==> config.mk <==
export PLATFORM = sky130hd
export DESIGN_NAME = solution_upsample_index_map
export DESIGN_NICKNAME = d
export VERILOG_FILES = /design/src/upim_pkg.sv /design/src/upim_div.sv /design/src/upim_dp.sv /design/src/upim_ctrl.sv /design/src/solution_upsample_index_map.sv
export SDC_FILE = /design/constraint.sdc
export NUM_CORES = 1
export LEC_CHECK = 0
export BUFFER_PORTS_ARGS = -buffer_cell sky130_fd_sc_hd__buf_2
export CAP_MARGIN = 5
export CORE_UTILIZATION = 45
export CTS_CLUSTER_DIAMETER = 120
export DETAILED_ROUTE_END_ITERATION = 6
export HOLD_SLACK_MARGIN = 0.08
export PLACE_DENSITY_LB_ADDON = 0.12
export SLEW_MARGIN = 10
export SYNTH_ARGS = -nofsm -noshare
export SYNTH_HDL_FRONTEND = slang
export SYNTH_SLANG_ARGS = --single-unit
==> constraint.sdc <==
create_clock -name clk -period 5.2 [get_ports clk]
set_input_delay 0.78 -clock clk [delete_from_list [all_inputs] [get_ports clk]]
set_output_delay 0.78 -clock clk [all_outputs]
set_load 0.02 [all_outputs]
==> src/upim_pkg.sv <==
package upim_pkg;

  localparam int MAX_DIR_DEF = 8;
  localparam int CNT_W       = 10;
  localparam int TIME_W      = 32;
  localparam int OFF_W       = 25;
  localparam int SUM_W       = 14;
  localparam int DIV_WIDE    = 32;
  localparam int DIV_NARROW  = 10;

  localparam logic OP_WRITE = 1'b0;
  localparam logic OP_MAP   = 1'b1;

  typedef enum logic [1:0] {
    ST_OK    = 2'd0,
    ST_RANGE = 2'd1,
    ST_BAD   = 2'd2
  } status_t;

  typedef enum logic [1:0] {
    REG_SI     = 2'd0,
    REG_POL    = 2'd1,
    REG_DIRTOT = 2'd2
  } reg_idx_t;

  typedef enum logic [2:0] {
    DS_SI_C,
    DS_MAX_C,
    DS_T,
    DS_SUB_C,
    DS_REM_Q
  } div_sel_t;

  typedef struct packed {
    logic     capture;
    logic     wr_table;
    logic     walk_acc;
    logic     idx_clr;
    logic     idx_inc;
    logic     div_start;
    div_sel_t div_sel;
    logic     chk_si;
    logic     chk_max;
    logic     st_t;
    logic     st_q2;
    logic     st_sub;
    logic     mul1;
    logic     mul2;
    logic     mul3;
    logic     load_out;
    status_t  out_status;
  } cmd_t;

  typedef struct packed {
    logic is_write;
    logic out_of_range;
    logic idx_last;
    logic div_busy;
    logic bad;
    logic out_full;
  } sts_t;

endpackage

==> src/upim_div.sv <==
module upim_div (
  input  logic        clk,
  input  logic        rst_n,
  input  logic        start,
  input  logic        wide,
  input  logic [31:0] dividend,
  input  logic [9:0]  divisor,
  output logic        busy,
  output logic [31:0] quotient,
  output logic [9:0]  remainder
);
  import upim_pkg::*;

  logic [31:0] q_r, q_nxt;
  logic [9:0]  r_r, r_nxt;
  logic [9:0]  d_r;
  logic [5:0]  cnt_r;
  logic        busy_r;
  logic [10:0] trial;
  logic [10:0] diff;

  always_comb begin
    trial = {r_r, q_r[31]};
    diff  = trial - {1'b0, d_r};
    if (trial >= {1'b0, d_r}) begin
      r_nxt = diff[9:0];
      q_nxt = {q_r[30:0], 1'b1};
    end else begin
      r_nxt = trial[9:0];
      q_nxt = {q_r[30:0], 1'b0};
    end
  end

  always_ff @(posedge clk) begin
    if (!rst_n) begin
      busy_r <= 1'b0;
      cnt_r  <= '0;
    end else if (start) begin
      busy_r <= 1'b1;
      cnt_r  <= wide ? 6'(DIV_WIDE) : 6'(DIV_NARROW);
      d_r    <= divisor;
      r_r    <= '0;
      q_r    <= wide ? dividend : {dividend[9:0], 22'd0};
    end else if (busy_r) begin
      q_r   <= q_nxt;
      r_r   <= r_nxt;
      cnt_r <= cnt_r - 6'd1;
      if (cnt_r == 6'd1) begin
        busy_r <= 1'b0;
      end
    end
  end

  assign busy      = busy_r;
  assign quotient  = q_r;
  assign remainder = r_r;

endmodule

==> src/upim_dp.sv <==
module upim_dp #(
  parameter int MAX_DIRECTIONS = upim_pkg::MAX_DIR_DEF
) (
  input  logic           clk,
  input  logic           rst_n,
  input  upim_pkg::cmd_t cmd,
  output upim_pkg::sts_t sts,
  input  logic [9:0]     cfg_si,
  input  logic [2:0]     cfg_pol,
  input  logic [3:0]     cfg_dirtot,
  input  logic           in_operation,
  input  logic [2:0]     in_direction,
  input  logic [9:0]     in_solution_count,
  input  logic [31:0]    in_time_step,
  input  logic [9:0]     in_antenna,
  input  logic [1:0]     in_polarization,
  output logic           out_valid,
  input  logic           out_ready,
  output logic [31:0]    out_original_time,
  output logic [24:0]    out_source_offset,
  output logic [1:0]     out_status
);
  import upim_pkg::*;

  localparam int IW = (MAX_DIRECTIONS > 1) ? $clog2(MAX_DIRECTIONS) : 1;

  logic [CNT_W-1:0] tbl_r [MAX_DIRECTIONS];

  logic              op_r;
  logic [2:0]        dir_r;
  logic [CNT_W-1:0]  cnt_r;
  logic [TIME_W-1:0] t_r;
  logic [9:0]        ant_r;
  logic [1:0]        pol_r;

  logic [3:0]        idx_r;
  logic [CNT_W-1:0]  maxc_r, cdir_r, remt_r, q2_r, sub_r;
  logic [SUM_W-1:0]  sum_r, prefix_r;
  logic              bad_r, use_si_r;
  logic [TIME_W-1:0] orig_r;
  logic [OFF_W-1:0]  prod_r, off_r;

  logic              ov_r;
  logic [TIME_W-1:0] ot_r;
  logic [OFF_W-1:0]  oo_r;
  logic [1:0]        os_r;

  logic [3:0]        total;
  logic [CNT_W-1:0]  c_rd, substeps;
  logic [31:0]       dvd;
  logic [9:0]        dvs;
  logic              dwide, dbusy;
  logic [31:0]       dq;
  logic [9:0]        dr;
  logic [23:0]       p1;
  logic [27:0]       p2;
  logic [14:0]       ps;
  logic [17:0]       p3;

  always_comb begin
    if (int'(cfg_dirtot) > MAX_DIRECTIONS) begin
      total = 4'(MAX_DIRECTIONS);
    end else begin
      total = cfg_dirtot;
    end
  end

  assign c_rd     = tbl_r[IW'(idx_r)];
  assign substeps = use_si_r ? cfg_si : maxc_r;

  always_comb begin
    dwide = 1'b0;
    unique case (cmd.div_sel)
      DS_SI_C: begin
        dvd = {22'd0, cfg_si};
        dvs = c_rd;
      end
      DS_MAX_C: begin
        dvd = {22'd0, maxc_r};
        dvs = c_rd;
      end
      DS_T: begin
        dvd   = t_r;
        dvs   = substeps;
        dwide = 1'b1;
      end
      DS_SUB_C: begin
        dvd = {22'd0, substeps};
        dvs = cdir_r;
      end
      DS_REM_Q: begin
        dvd = {22'd0, remt_r};
        dvs = q2_r;
      end
      default: begin
        dvd = '0;
        dvs = '0;
      end
    endcase
  end

  upim_div u_div (
    .clk       (clk),
    .rst_n     (rst_n),
    .start     (cmd.div_start),
    .wide      (dwide),
    .dividend  (dvd),
    .divisor   (dvs),
    .busy      (dbusy),
    .quotient  (dq),
    .remainder (dr)
  );

  assign p1 = ant_r * sum_r;
  assign p2 = prod_r * cfg_pol;
  assign ps = {1'b0, prefix_r} + {5'd0, sub_r};
  assign p3 = ps * cfg_pol;

  // direction count table
  always_ff @(posedge clk) begin
    if (!rst_n) begin
      for (int k = 0; k < MAX_DIRECTIONS; k++) begin
        tbl_r[k] <= CNT_W'(1);
      end
    end else if (cmd.wr_table && (int'(dir_r) < MAX_DIRECTIONS)) begin
      tbl_r[IW'(dir_r)] <= cnt_r;
    end
  end

  always_ff @(posedge clk) begin
    if (cmd.capture) begin
      op_r     <= in_operation;
      dir_r    <= in_direction;
      cnt_r    <= in_solution_count;
      t_r      <= in_time_step;
      ant_r    <= in_antenna;
      pol_r    <= in_polarization;
      idx_r    <= '0;
      maxc_r   <= '0;
      sum_r    <= '0;
      prefix_r <= '0;
      cdir_r   <= '0;
      bad_r    <= 1'b0;
      use_si_r <= 1'b0;
    end else begin
      if (cmd.walk_acc) begin
        if (c_rd == '0 || cfg_si == '0) begin
          bad_r <= 1'b1;
        end
        if (c_rd > maxc_r) begin
          maxc_r <= c_rd;
        end
        sum_r <= sum_r + {4'd0, c_rd};
        if (idx_r < {1'b0, dir_r}) begin
          prefix_r <= prefix_r + {4'd0, c_rd};
        end
        if (idx_r == {1'b0, dir_r}) begin
          cdir_r <= c_rd;
        end
      end
      if (cmd.chk_si && dr != '0) begin
        bad_r <= 1'b1;
      end
      if (cmd.chk_max && dr != '0) begin
        use_si_r <= 1'b1;
      end
      if (cmd.idx_clr) begin
        idx_r <= '0;
      end else if (cmd.idx_inc) begin
        idx_r <= idx_r + 4'd1;
      end
    end
    if (cmd.st_t) begin
      orig_r <= dq;
      remt_r <= dr;
    end
    if (cmd.st_q2) begin
      q2_r <= dq[9:0];
    end
    if (cmd.st_sub) begin
      sub_r <= dq[9:0];
    end
    if (cmd.mul1) begin
      prod_r <= {1'b0, p1};
    end
    if (cmd.mul2) begin
      prod_r <= p2[OFF_W-1:0];
    end
    if (cmd.mul3) begin
      off_r <= prod_r + {7'd0, p3} + {23'd0, pol_r};
    end
  end

  // result register
  always_ff @(posedge clk) begin
    if (!rst_n) begin
      ov_r <= 1'b0;
    end else if (cmd.load_out) begin
      ov_r <= 1'b1;
    end else if (out_ready) begin
      ov_r <= 1'b0;
    end
  end

  always_ff @(posedge clk) begin
    if (cmd.load_out) begin
      os_r <= cmd.out_status;
      if (cmd.out_status == ST_OK) begin
        ot_r <= orig_r;
        oo_r <= off_r;
      end else begin
        ot_r <= '0;
        oo_r <= '0;
      end
    end
  end

  assign out_valid         = ov_r;
  assign out_original_time = ot_r;
  assign out_source_offset = oo_r;
  assign out_status        = os_r;

  assign sts.is_write     = (op_r == OP_WRITE);
  assign sts.out_of_range = ({1'b0, dir_r} >= total);
  assign sts.idx_last     = (idx_r == total - 4'd1);
  assign sts.div_busy     = dbusy;
  assign sts.bad          = bad_r;
  assign sts.out_full     = ov_r && !out_ready;

endmodule

==> src/upim_ctrl.sv <==
module upim_ctrl (
  input  logic           clk,
  input  logic           rst_n,
  input  logic           in_valid,
  output logic           in_ready,
  input  upim_pkg::sts_t sts,
  output upim_pkg::cmd_t cmd
);
  import upim_pkg::*;

  typedef enum logic [4:0] {
    S_IDLE,
    S_DECODE,
    S_WALK,
    S_CHK1,
    S_GATE,
    S_PASS2,
    S_CHK2,
    S_TDIV,
    S_TWAIT,
    S_SDIV,
    S_SWAIT,
    S_UDIV,
    S_UWAIT,
    S_MUL1,
    S_MUL2,
    S_MUL3,
    S_RESULT
  } state_t;

  state_t  state_r, state_nxt;
  status_t res_st_r, res_st_nxt;

  always_comb begin
    state_nxt      = state_r;
    res_st_nxt     = res_st_r;
    cmd            = '0;
    cmd.out_status = res_st_r;
    in_ready       = 1'b0;
    unique case (state_r)
      S_IDLE: begin
        in_ready    = 1'b1;
        cmd.capture = in_valid;
        if (in_valid) begin
          state_nxt = S_DECODE;
        end
      end
      S_DECODE: begin
        if (sts.is_write) begin
          cmd.wr_table = 1'b1;
          state_nxt    = S_IDLE;
        end else if (sts.out_of_range) begin
          res_st_nxt = ST_RANGE;
          state_nxt  = S_RESULT;
        end else begin
          state_nxt = S_WALK;
        end
      end
      S_WALK: begin
        cmd.walk_acc  = 1'b1;
        cmd.div_start = 1'b1;
        cmd.div_sel   = DS_SI_C;
        state_nxt     = S_CHK1;
      end
      S_CHK1: begin
        if (!sts.div_busy) begin
          cmd.chk_si = 1'b1;
          if (sts.idx_last) begin
            cmd.idx_clr = 1'b1;
            state_nxt   = S_GATE;
          end else begin
            cmd.idx_inc = 1'b1;
            state_nxt   = S_WALK;
          end
        end
      end
      S_GATE: begin
        if (sts.bad) begin
          res_st_nxt = ST_BAD;
          state_nxt  = S_RESULT;
        end else begin
          state_nxt = S_PASS2;
        end
      end
      S_PASS2: begin
        cmd.div_start = 1'b1;
        cmd.div_sel   = DS_MAX_C;
        state_nxt     = S_CHK2;
      end
      S_CHK2: begin
        if (!sts.div_busy) begin
          cmd.chk_max = 1'b1;
          if (sts.idx_last) begin
            state_nxt = S_TDIV;
          end else begin
            cmd.idx_inc = 1'b1;
            state_nxt   = S_PASS2;
          end
        end
      end
      S_TDIV: begin
        cmd.div_start = 1'b1;
        cmd.div_sel   = DS_T;
        state_nxt     = S_TWAIT;
      end
      S_TWAIT: begin
        if (!sts.div_busy) begin
          cmd.st_t  = 1'b1;
          state_nxt = S_SDIV;
        end
      end
      S_SDIV: begin
        cmd.div_start = 1'b1;
        cmd.div_sel   = DS_SUB_C;
        state_nxt     = S_SWAIT;
      end
      S_SWAIT: begin
        if (!sts.div_busy) begin
          cmd.st_q2 = 1'b1;
          state_nxt = S_UDIV;
        end
      end
      S_UDIV: begin
        cmd.div_start = 1'b1;
        cmd.div_sel   = DS_REM_Q;
        state_nxt     = S_UWAIT;
      end
      S_UWAIT: begin
        if (!sts.div_busy) begin
          cmd.st_sub = 1'b1;
          state_nxt  = S_MUL1;
        end
      end
      S_MUL1: begin
        cmd.mul1  = 1'b1;
        state_nxt = S_MUL2;
      end
      S_MUL2: begin
        cmd.mul2  = 1'b1;
        state_nxt = S_MUL3;
      end
      S_MUL3: begin
        cmd.mul3   = 1'b1;
        res_st_nxt = ST_OK;
        state_nxt  = S_RESULT;
      end
      S_RESULT: begin
        if (!sts.out_full) begin
          cmd.load_out = 1'b1;
          state_nxt    = S_IDLE;
        end
      end
      default: begin
        state_nxt = S_IDLE;
      end
    endcase
  end

  always_ff @(posedge clk) begin
    if (!rst_n) begin
      state_r  <= S_IDLE;
      res_st_r <= ST_OK;
    end else begin
      state_r  <= state_nxt;
      res_st_r <= res_st_nxt;
    end
  end

endmodule

==> src/solution_upsample_index_map.sv <==
// channel   dir   handshake               payload
// in        in    in_valid / in_ready     operation direction solution_count time_step
//                                         antenna polarization
// out       out   out_valid / out_ready   original_time source_offset status
// cfg       in    apb psel/penable/pready interval_steps pol_count direction_total
//
// map items run every division through the shared one-bit-per-cycle divider
// (10 steps per table check, 32 steps for the time division); one item in
// flight at a time; the result register frees the core while a result waits;
// synchronous active-low reset, table entries reset to 1
module solution_upsample_index_map #(
  parameter int MAX_DIRECTIONS = upim_pkg::MAX_DIR_DEF
) (
  input  logic        clk,
  input  logic        rst_n,
  input  logic        in_valid,
  output logic        in_ready,
  input  logic        in_operation,
  input  logic [2:0]  in_direction,
  input  logic [9:0]  in_solution_count,
  input  logic [31:0] in_time_step,
  input  logic [9:0]  in_antenna,
  input  logic [1:0]  in_polarization,
  output logic        out_valid,
  input  logic        out_ready,
  output logic [31:0] out_original_time,
  output logic [24:0] out_source_offset,
  output logic [1:0]  out_status,
  input  logic        cfg_psel,
  input  logic        cfg_penable,
  input  logic        cfg_pwrite,
  input  logic [3:0]  cfg_paddr,
  input  logic [31:0] cfg_pwdata,
  output logic [31:0] cfg_prdata,
  output logic        cfg_pready
);
  import upim_pkg::*;

  cmd_t       cmd;
  sts_t       sts;
  logic [9:0] si_r;
  logic [2:0] pol_r;
  logic [3:0] dirtot_r;
  reg_idx_t   ridx;

  assign ridx       = reg_idx_t'(cfg_paddr[3:2]);
  assign cfg_pready = 1'b1;

  always_ff @(posedge clk) begin
    if (!rst_n) begin
      si_r     <= 10'd1;
      pol_r    <= 3'd1;
      dirtot_r <= 4'd1;
    end else if (cfg_psel && cfg_penable && cfg_pwrite) begin
      unique case (ridx)
        REG_SI:     si_r     <= cfg_pwdata[9:0];
        REG_POL:    pol_r    <= cfg_pwdata[2:0];
        REG_DIRTOT: dirtot_r <= cfg_pwdata[3:0];
        default: begin
        end
      endcase
    end
  end

  always_comb begin
    unique case (ridx)
      REG_SI:     cfg_prdata = {22'd0, si_r};
      REG_POL:    cfg_prdata = {29'd0, pol_r};
      REG_DIRTOT: cfg_prdata = {28'd0, dirtot_r};
      default:    cfg_prdata = '0;
    endcase
  end

  upim_ctrl u_ctrl (
    .clk      (clk),
    .rst_n    (rst_n),
    .in_valid (in_valid),
    .in_ready (in_ready),
    .sts      (sts),
    .cmd      (cmd)
  );

  upim_dp #(
    .MAX_DIRECTIONS (MAX_DIRECTIONS)
  ) u_dp (
    .clk               (clk),
    .rst_n             (rst_n),
    .cmd               (cmd),
    .sts               (sts),
    .cfg_si            (si_r),
    .cfg_pol           (pol_r),
    .cfg_dirtot        (dirtot_r),
    .in_operation      (in_operation),
    .in_direction      (in_direction),
    .in_solution_count (in_solution_count),
    .in_time_step      (in_time_step),
    .in_antenna        (in_antenna),
    .in_polarization   (in_polarization),
    .out_valid         (out_valid),
    .out_ready         (out_ready),
    .out_original_time (out_original_time),
    .out_source_offset (out_source_offset),
    .out_status        (out_status)
  );

endmodule

# Word-level counts from Yosys, hierarchy flattened
# Memories as Yosys holds them, arrays and structs flattened. A register that Yosys moved wholly into a read port is not among the register bits.
# Cells that the tools add are included.
# word_totals
wordCells	194
memories	1
ram_bits	80
out_inout_bits	94
reg_bits	367
inputBits	101
# classes
eq_ne	35
n_mul	3
n_lt_le_gt_ge	5
mux	74
n_addsub	9
reduce_logical	34
# memory_table
name	words	width	read_ports	rd_clocked_by_memory_dff	write_ports	line	source
u_dp.tbl_r	8	10	1	1	8	upim_dp.sv:27	logic [CNT_W-1:0] tbl_r [MAX_DIRECTIONS];
# ops
cell	count
$pmux W32 S5	1
$mux W32	3
$pmux W5 S17	1
$mux W25	2
$mux W5	10
$eq A5 B4 Y1 const B	8
$mux W10	4
$pmux W10 S4	1
$mux W1	35
$pmux W10 S3	1
$add A14 B10 Y14	2
$add A25 B18 Y25	1
$add A25 B2 Y25	1
$mul A25 B3 Y25	1
$mul A10 B14 Y24	1
$eq A5 B3 Y1 const B	4
$logic_not A10 Y1	2
$pmux W4 S5	1
$mul A15 B3 Y18	1
$mux W6	3
$reduce_and A2 Y1	9
$ne A2 B2 Y1 const B	8
$add A14 B10 Y15	1
$mux W3	4
other kinds (38)	55

# Logic depth before layout (Yosys ltp)
# logic_depth
depth_word	9
depth_mapped	24
mapped_depth_nobuf	24

# By module
# From an unflattened synthesis, not the netlist that was laid out.
# unflattened
cells_unflattened	2742
hier_area_um2	29427.0
# modules_own_cells
mod	seq_area_each_um2	instances	cells_each	area_per_inst_um2
upim_dp	10440.0	1	2274	24672.4
upim_div	1701.6	1	247	2990.4
solution_upsample_index_map	340.3	1	115	1016.0
upim_ctrl	140.1	1	106	748.2

# Worst setup path after synthesis
# No wires, ideal clock.
# synth_timing
kind	reg-to-reg
start	register u_dp.ant_r[3]
end	register u_dp.prod_r[17] (data pin)
arrival_time_ns	5.155
t_required_ns	4.929
n_path_buf	1
stages_incl_launch_ff	21
synth_period_minus_slack_ns	5.426
setup_ns	0.271
setup_slack_ns	-0.226
cell_sequence	edfxtp_1 -> clkbuf_1 -> nand2_1 -> fa_1 -> inv_1 -> fa_1 -> inv_1 -> fa_1 -> inv_1 -> fa_1 -> inv_1 -> fa_1 -> inv_1 -> ha_1 -> a211o_1 -> a21oi_1 -> o21ai_1 -> a21o_1 -> a2111o_1 -> o21ai_0 -> o22ai_1
# synth_via
elab_chain_cells	3
# synth_lines
item	line	source
start, declared	upim_dp.sv:33	logic [9:0] ant_r;
start signal, assigned	upim_dp.sv:136	ant_r <= in_antenna;
$mul A10 B14 Y24	upim_dp.sv:114	assign p1 = ant_r * sum_r;
$mux W25	upim_dp.sv:183	if (cmd.mul1) begin
$mux W25	upim_dp.sv:186	if (cmd.mul2) begin
end signal, assigned	upim_dp.sv:184	prod_r <= {1'b0, p1};
end signal, assigned	upim_dp.sv:187	prod_r <= p2[OFF_W-1:0];
end, declared	upim_dp.sv:41	logic [OFF_W-1:0] prod_r, off_r;
# Every way passes these cells. The select of a mux whose other input is x is not followed.
# A chain may end at the register's enable or synchronous reset.

# Worst setup path in the final report
# layout_timing
start	register u_dp.prefix_r[1]
end	register u_dp.off_r[24] (data pin)
# layout_via
elab_chain_cells	4
# layout_lines
item	line	source
start, declared	upim_dp.sv:38	logic [SUM_W-1:0] sum_r, prefix_r;
start signal, assigned	upim_dp.sv:155	prefix_r <= prefix_r + {4'd0, c_rd};
$add A14 B10 Y15	upim_dp.sv:116	assign ps = {1'b0, prefix_r} + {5'd0, sub_r};
$mul A15 B3 Y18	upim_dp.sv:117	assign p3 = ps * cfg_pol;
$add A25 B18 Y25	upim_dp.sv:190	off_r <= prod_r + {7'd0, p3} + {23'd0, pol_r};
$add A25 B2 Y25	upim_dp.sv:190	
end signal, assigned	upim_dp.sv:190	
end, declared	upim_dp.sv:41	
# Every way passes these cells.

==> Implementation_results.wiki <==
{| class="wikitable"
! Metric !! Value
|-
| Drt total wl || 69.59 mm
|-
| Mean instance size in the synthesized netlist || 10.68 um^2
|-
| Root Buffer || sky130_fd_sc_hd__clkbuf_16
|-
| Count of nets after finishing || 3366
|-
| Fraction of the mapped netlist area in compound gates || 10.77%
|-
| Placer's final routability congestion estimate || 0.8992
|-
| Buffer depth of the longest clock path || 3
|-
| Drt first pass iters || 5
|-
| Switch share || 35.16%
|-
| Max-slew violation count || 0
|-
| Worst setup path class || reg -> reg
|-
| Maximum ir drop on the vdd rail || 0.3122 mV
|-
| Final hold violation count || 0
|-
| Syn Inst Count || 2669
|-
| Post-synth EDFFs || 361
|-
| Clock tree from TritonCTS || done
|-
| Post-route minimum period || 5.202 ns
|-
| Switching power || 5.226 mW
|-
| Post-Route Setup TNS || -0.002169 ns
|-
| Setup skew after layout || 0.06210 ns
|-
| Via-to-Cell Ratio || 5.299
|-
| Area of the placeable core || 0.06217 mm^2
|-
| Peak fanout along the critical path || 5
|-
| Global-route wire length before repair || 110.4 mm
|-
| FFs w/ async S/R, synth || 0%
|-
| Hold-fix buffers at CTS || 0
|-
| Cell row count || 91
|-
| WP data arrival || 5.67 ns
|-
| Comb power frac || 41.7%
|-
| Pin count of the biggest net entering global routing || 75
|-
| Aggregate global routing overflow || 0
|-
| Number of antenna violations at the first check in global routing || 3
|-
| Routed vias || 20300
|-
| Number of nets with antenna violations after detailed routing || 0
|-
| Static Leakage || 14.25 nW
|-
| Setup Slack @ Placement || -0.3460 ns
|-
| Yosys Warn Count || 0
|-
| Later-pin clock latency in the skew report || 0.62 ns
|-
| Cell Pwr Density || 437.8 mW/mm^2
|-
| Leading register cell type out of synthesis || sky130_fd_sc_hd__edfxtp_1
|-
| Main area contributors after synthesis || sky130_fd_sc_hd__edfxtp_1 38%, sky130_fd_sc_hd__fa_1 11%, sky130_fd_sc_hd__ha_1 7.1%, sky130_fd_sc_hd__dfxtp_1 6.2%, sky130_fd_sc_hd__and2_1 5.1%
|-
| Xor and xnor area share after synthesis || 2.949%
|-
| Total CTS buffers || 52
|-
| DRC Markers || 0
|-
| Mux share of post-synthesis cell area || 2.918%
|-
| Clock share of power || 25.9%
|-
| Fin area || 0.03395 mm^2
|-
| # port buffers || 147
|-
| Cell Area, Synth || 0.02851 mm^2
|-
| Worst Path Required || 5.67 ns
|-
| Initial Util || 45.86%
|-
| Unique cell type count in the Yosys netlist || 84
|-
| Main combinational cell family by area after synthesis || adder cells
|-
| Simple logic cell fraction of the synthesized area || 15.42%
|-
| CP endpoint kind || flip-flop
|-
| Via count of the first global-routing pass || 20460
|-
| Cell taking the most area after synthesis || sky130_fd_sc_hd__edfxtp_1
|-
| HPWL reported at the end of detailed placement || 51.36 mm
|-
| Die X || 253.7 um
|-
| Die H || 253.7 um
|-
| Internal power component || 9.640 mW
|-
| Antenna diode instance count || 0
|-
| Clock sink total || 450
|-
| Synthesis-to-layout area growth || 19.08%
|-
| Number of DRC markers after the initial detailed-route iteration || 1319
|-
| Fraction of layout cells with a size suffix above 1 || 20.77%
|-
| I/O pins || 195
|-
| Share of total power in sequential cells || 32.4%
|-
| RSZ-0062 raised after global routing || true
|-
| Register bit total from synthesis || 450
|-
| Hold slack final || 0.3261 ns
|-
| Share of synthesized cell area in full adder, half adder and majority cells || 17.78%
|-
| Seq/Total Area, Yosys || 44.27%
|-
| Run status || complete, but fails checks
|-
| Final count of negative-setup-slack endpoints || 1
|-
| Max H-tree Level || 2
|-
| Area share of the largest cell type after synthesis || 38.02%
|-
| Max_slew headroom || 19.33%
|-
| Placed inst area || 0.03113 mm^2
|-
| Total GRT Usage || 21.86%
|-
| DR WL/cell || 18.16 um
|-
| Final period utilization || 100.0%
|-
| Failing checks || negative setup slack
|-
| Die footprint || 0.06437 mm^2
|-
| Worst Slack Setup Final || -0.002169 ns
|-
| Least-Margin Pin Slew || 1.208 ns
|-
| Max Clk Rate || 0.1922 GHz
|-
| Number of max-cap violations || 0
|-
| Path type of the worst min-delay path || in -> reg
|-
| Clock transition at the register clock pins on the worst setup and hold paths after CTS || 0.07 ns
|-
| Startpoint type of the worst setup path || flip-flop
|}
what timing repair did:
| item | in CTS | in global routing |
|---|---|---|
| buffers inserted | 23 | 7 |
| resized for setup | 67 | 94 |
| endpoints found under the setup margin | 18 | 22 |
| pin swaps | 87 | 70 |
metal layers:
layer	up-vias	global-route usage, %	part of all wire [%]
met4	2	4.888	1.9
met2	540	35.55	46
met3	86	3.319	5.8
met5	-	0	0.014
li1	9755	-	-
met1	9921	30.79	46
power groups by stage:
stage	Combinational, mW	Clock, mW	Sequential, mW
floorplan	3.93	0	4.70
global placement	5.38	0	4.88
detailed placement	5.47	0	4.88
CTS	5.89	3.96	4.81
global route	7.03	4.09	4.86
finish	6.19	3.85	4.82
final timing paths:
path,startpoint,end,slack [ns],depth (start not counted)
worst max-delay path,u_dp.prefix_r[1]$_SDFFE_PP0P_,u_dp.off_r[24]$_DFFE_PN_,-0.002,23
worst min-delay path,in_operation,u_dp.op_r$_DFFE_PP_,0.33,1
worst max register to register,u_dp.prefix_r[1]$_SDFFE_PP0P_,u_dp.off_r[24]$_DFFE_PN_,-0.002,23
worst min register to register,u_dp.u_div.quotient[10]$_DFFE_PP_,u_dp.orig_r[10]$_DFFE_PP_,0.42,0
synthesized netlist by cell type, types with 6 or more instances:
library cell,number
sky130_fd_sc_hd__o21bai_1,11
sky130_fd_sc_hd__a21oi_1,119
sky130_fd_sc_hd__o31ai_1,7
sky130_fd_sc_hd__nor4_1,11
sky130_fd_sc_hd__a211oi_1,39
sky130_fd_sc_hd__a22oi_1,20
sky130_fd_sc_hd__nand2b_1,33
sky130_fd_sc_hd__or3_1,17
sky130_fd_sc_hd__o21ai_1,19
sky130_fd_sc_hd__dfxtp_1,89
sky130_fd_sc_hd__inv_1,286
sky130_fd_sc_hd__and3_1,11
sky130_fd_sc_hd__nand3_1,40
sky130_fd_sc_hd__nor2_1,130
sky130_fd_sc_hd__a222oi_1,9
sky130_fd_sc_hd__clkbuf_1,100
sky130_fd_sc_hd__and2_1,234
sky130_fd_sc_hd__mux2i_1,37
sky130_fd_sc_hd__nand4_1,10
sky130_fd_sc_hd__mux4_2,20
sky130_fd_sc_hd__o21a_1,8
sky130_fd_sc_hd__nor2b_1,33
sky130_fd_sc_hd__xor2_1,34
sky130_fd_sc_hd__o211ai_1,11
sky130_fd_sc_hd__nor3b_1,8
sky130_fd_sc_hd__xnor2_1,62
sky130_fd_sc_hd__o21ai_0,78
sky130_fd_sc_hd__a21o_1,30
sky130_fd_sc_hd__nand2_1,284
sky130_fd_sc_hd__a211o_1,6
sky130_fd_sc_hd__edfxtp_1,361
sky130_fd_sc_hd__o221ai_1,10
sky130_fd_sc_hd__fa_1,152
sky130_fd_sc_hd__nor3_1,38
sky130_fd_sc_hd__buf_4,23
sky130_fd_sc_hd__a31oi_1,12
sky130_fd_sc_hd__ha_1,162
sky130_fd_sc_hd__a22o_1,23
sequential cells by signal, summed over array words and instances (netlist names), 14 cells and up, named ones only:
register,cells
u_dp.prefix_r,14
u_dp.sum_r,14
u_dp.prod_r,25
u_dp.out_source_offset,25
u_dp.u_div.quotient,32
u_dp.orig_r,32
u_dp.tbl_r,80
u_dp.off_r,25
u_dp.out_original_time,32
u_dp.t_r,32
logic make-up after synthesis:
family	count (synthesis)
and+or+nand+nor	874
adders and majority gates	314
AOI/OAI and AO/OA	456
buffers and inverters	419
muxes	58
DFF	450
xor gates and xnor gates	96
other	2
stage by stage:
stage | power, mW | cells | utilization [%]
6_report | 14.87 | 3832 | 54.62
5_1_grt | 15.97 | 3832 | 54.62
3_5_place_dp | 10.35 | 3706 | 50.07
4_1_cts | 14.66 | 3827 | 53.84
2_1_floorplan | 8.634 | 2690 | -
3_3_place_gp | 10.26 | 3706 | 50.07
cell type report:
class,instances,area (um^2)
Clock inverter,35,371.6
Fill cell,5500,28210
Tap cell,837,1047
Sequential cell,450,12630
Inverter,286,1076
Clock buffer,63,1500
Timing Repair Buffer,340,2255
Multi-Input combinational cell,1821,15080
cell usage in the layout (no fill, tap or decap), types with 107 or more instances in the layout:
cell,n
sky130_fd_sc_hd__a21oi_1,107
sky130_fd_sc_hd__and2_1,212
sky130_fd_sc_hd__buf_2,147
sky130_fd_sc_hd__buf_4,179
sky130_fd_sc_hd__edfxtp_1,361
sky130_fd_sc_hd__fa_1,145
sky130_fd_sc_hd__ha_1,138
sky130_fd_sc_hd__inv_1,271
sky130_fd_sc_hd__nand2_1,278
sky130_fd_sc_hd__nor2_1,122
worst max-delay path: stages, from the launching register on:
cell and delay, ns:
sky130_fd_sc_hd__dfxtp_1 0.30, sky130_fd_sc_hd__buf_4 0.14, sky130_fd_sc_hd__ha_1 0.26, sky130_fd_sc_hd__a21o_1 0.13, sky130_fd_sc_hd__a21oi_2 0.06, sky130_fd_sc_hd__nor2b_2 0.18
sky130_fd_sc_hd__o21ai_2 0.13, sky130_fd_sc_hd__a211oi_4 0.39, sky130_fd_sc_hd__nor3_2 0.08, sky130_fd_sc_hd__xnor2_1 0.15, sky130_fd_sc_hd__buf_4 0.14, sky130_fd_sc_hd__and2_4 0.15
sky130_fd_sc_hd__fa_1 0.51, sky130_fd_sc_hd__inv_2 0.04, sky130_fd_sc_hd__fa_1 0.51, sky130_fd_sc_hd__inv_2 0.05, sky130_fd_sc_hd__ha_4 0.24, sky130_fd_sc_hd__and3_4 0.16
sky130_fd_sc_hd__o41ai_4 0.33, sky130_fd_sc_hd__o21ai_4 0.11, sky130_fd_sc_hd__a211oi_2 0.28, sky130_fd_sc_hd__nor2_2 0.09, sky130_fd_sc_hd__or4b_1 0.53, sky130_fd_sc_hd__nand3_2 0.09
Note: power is estimated with default switching activity, not from simulation.
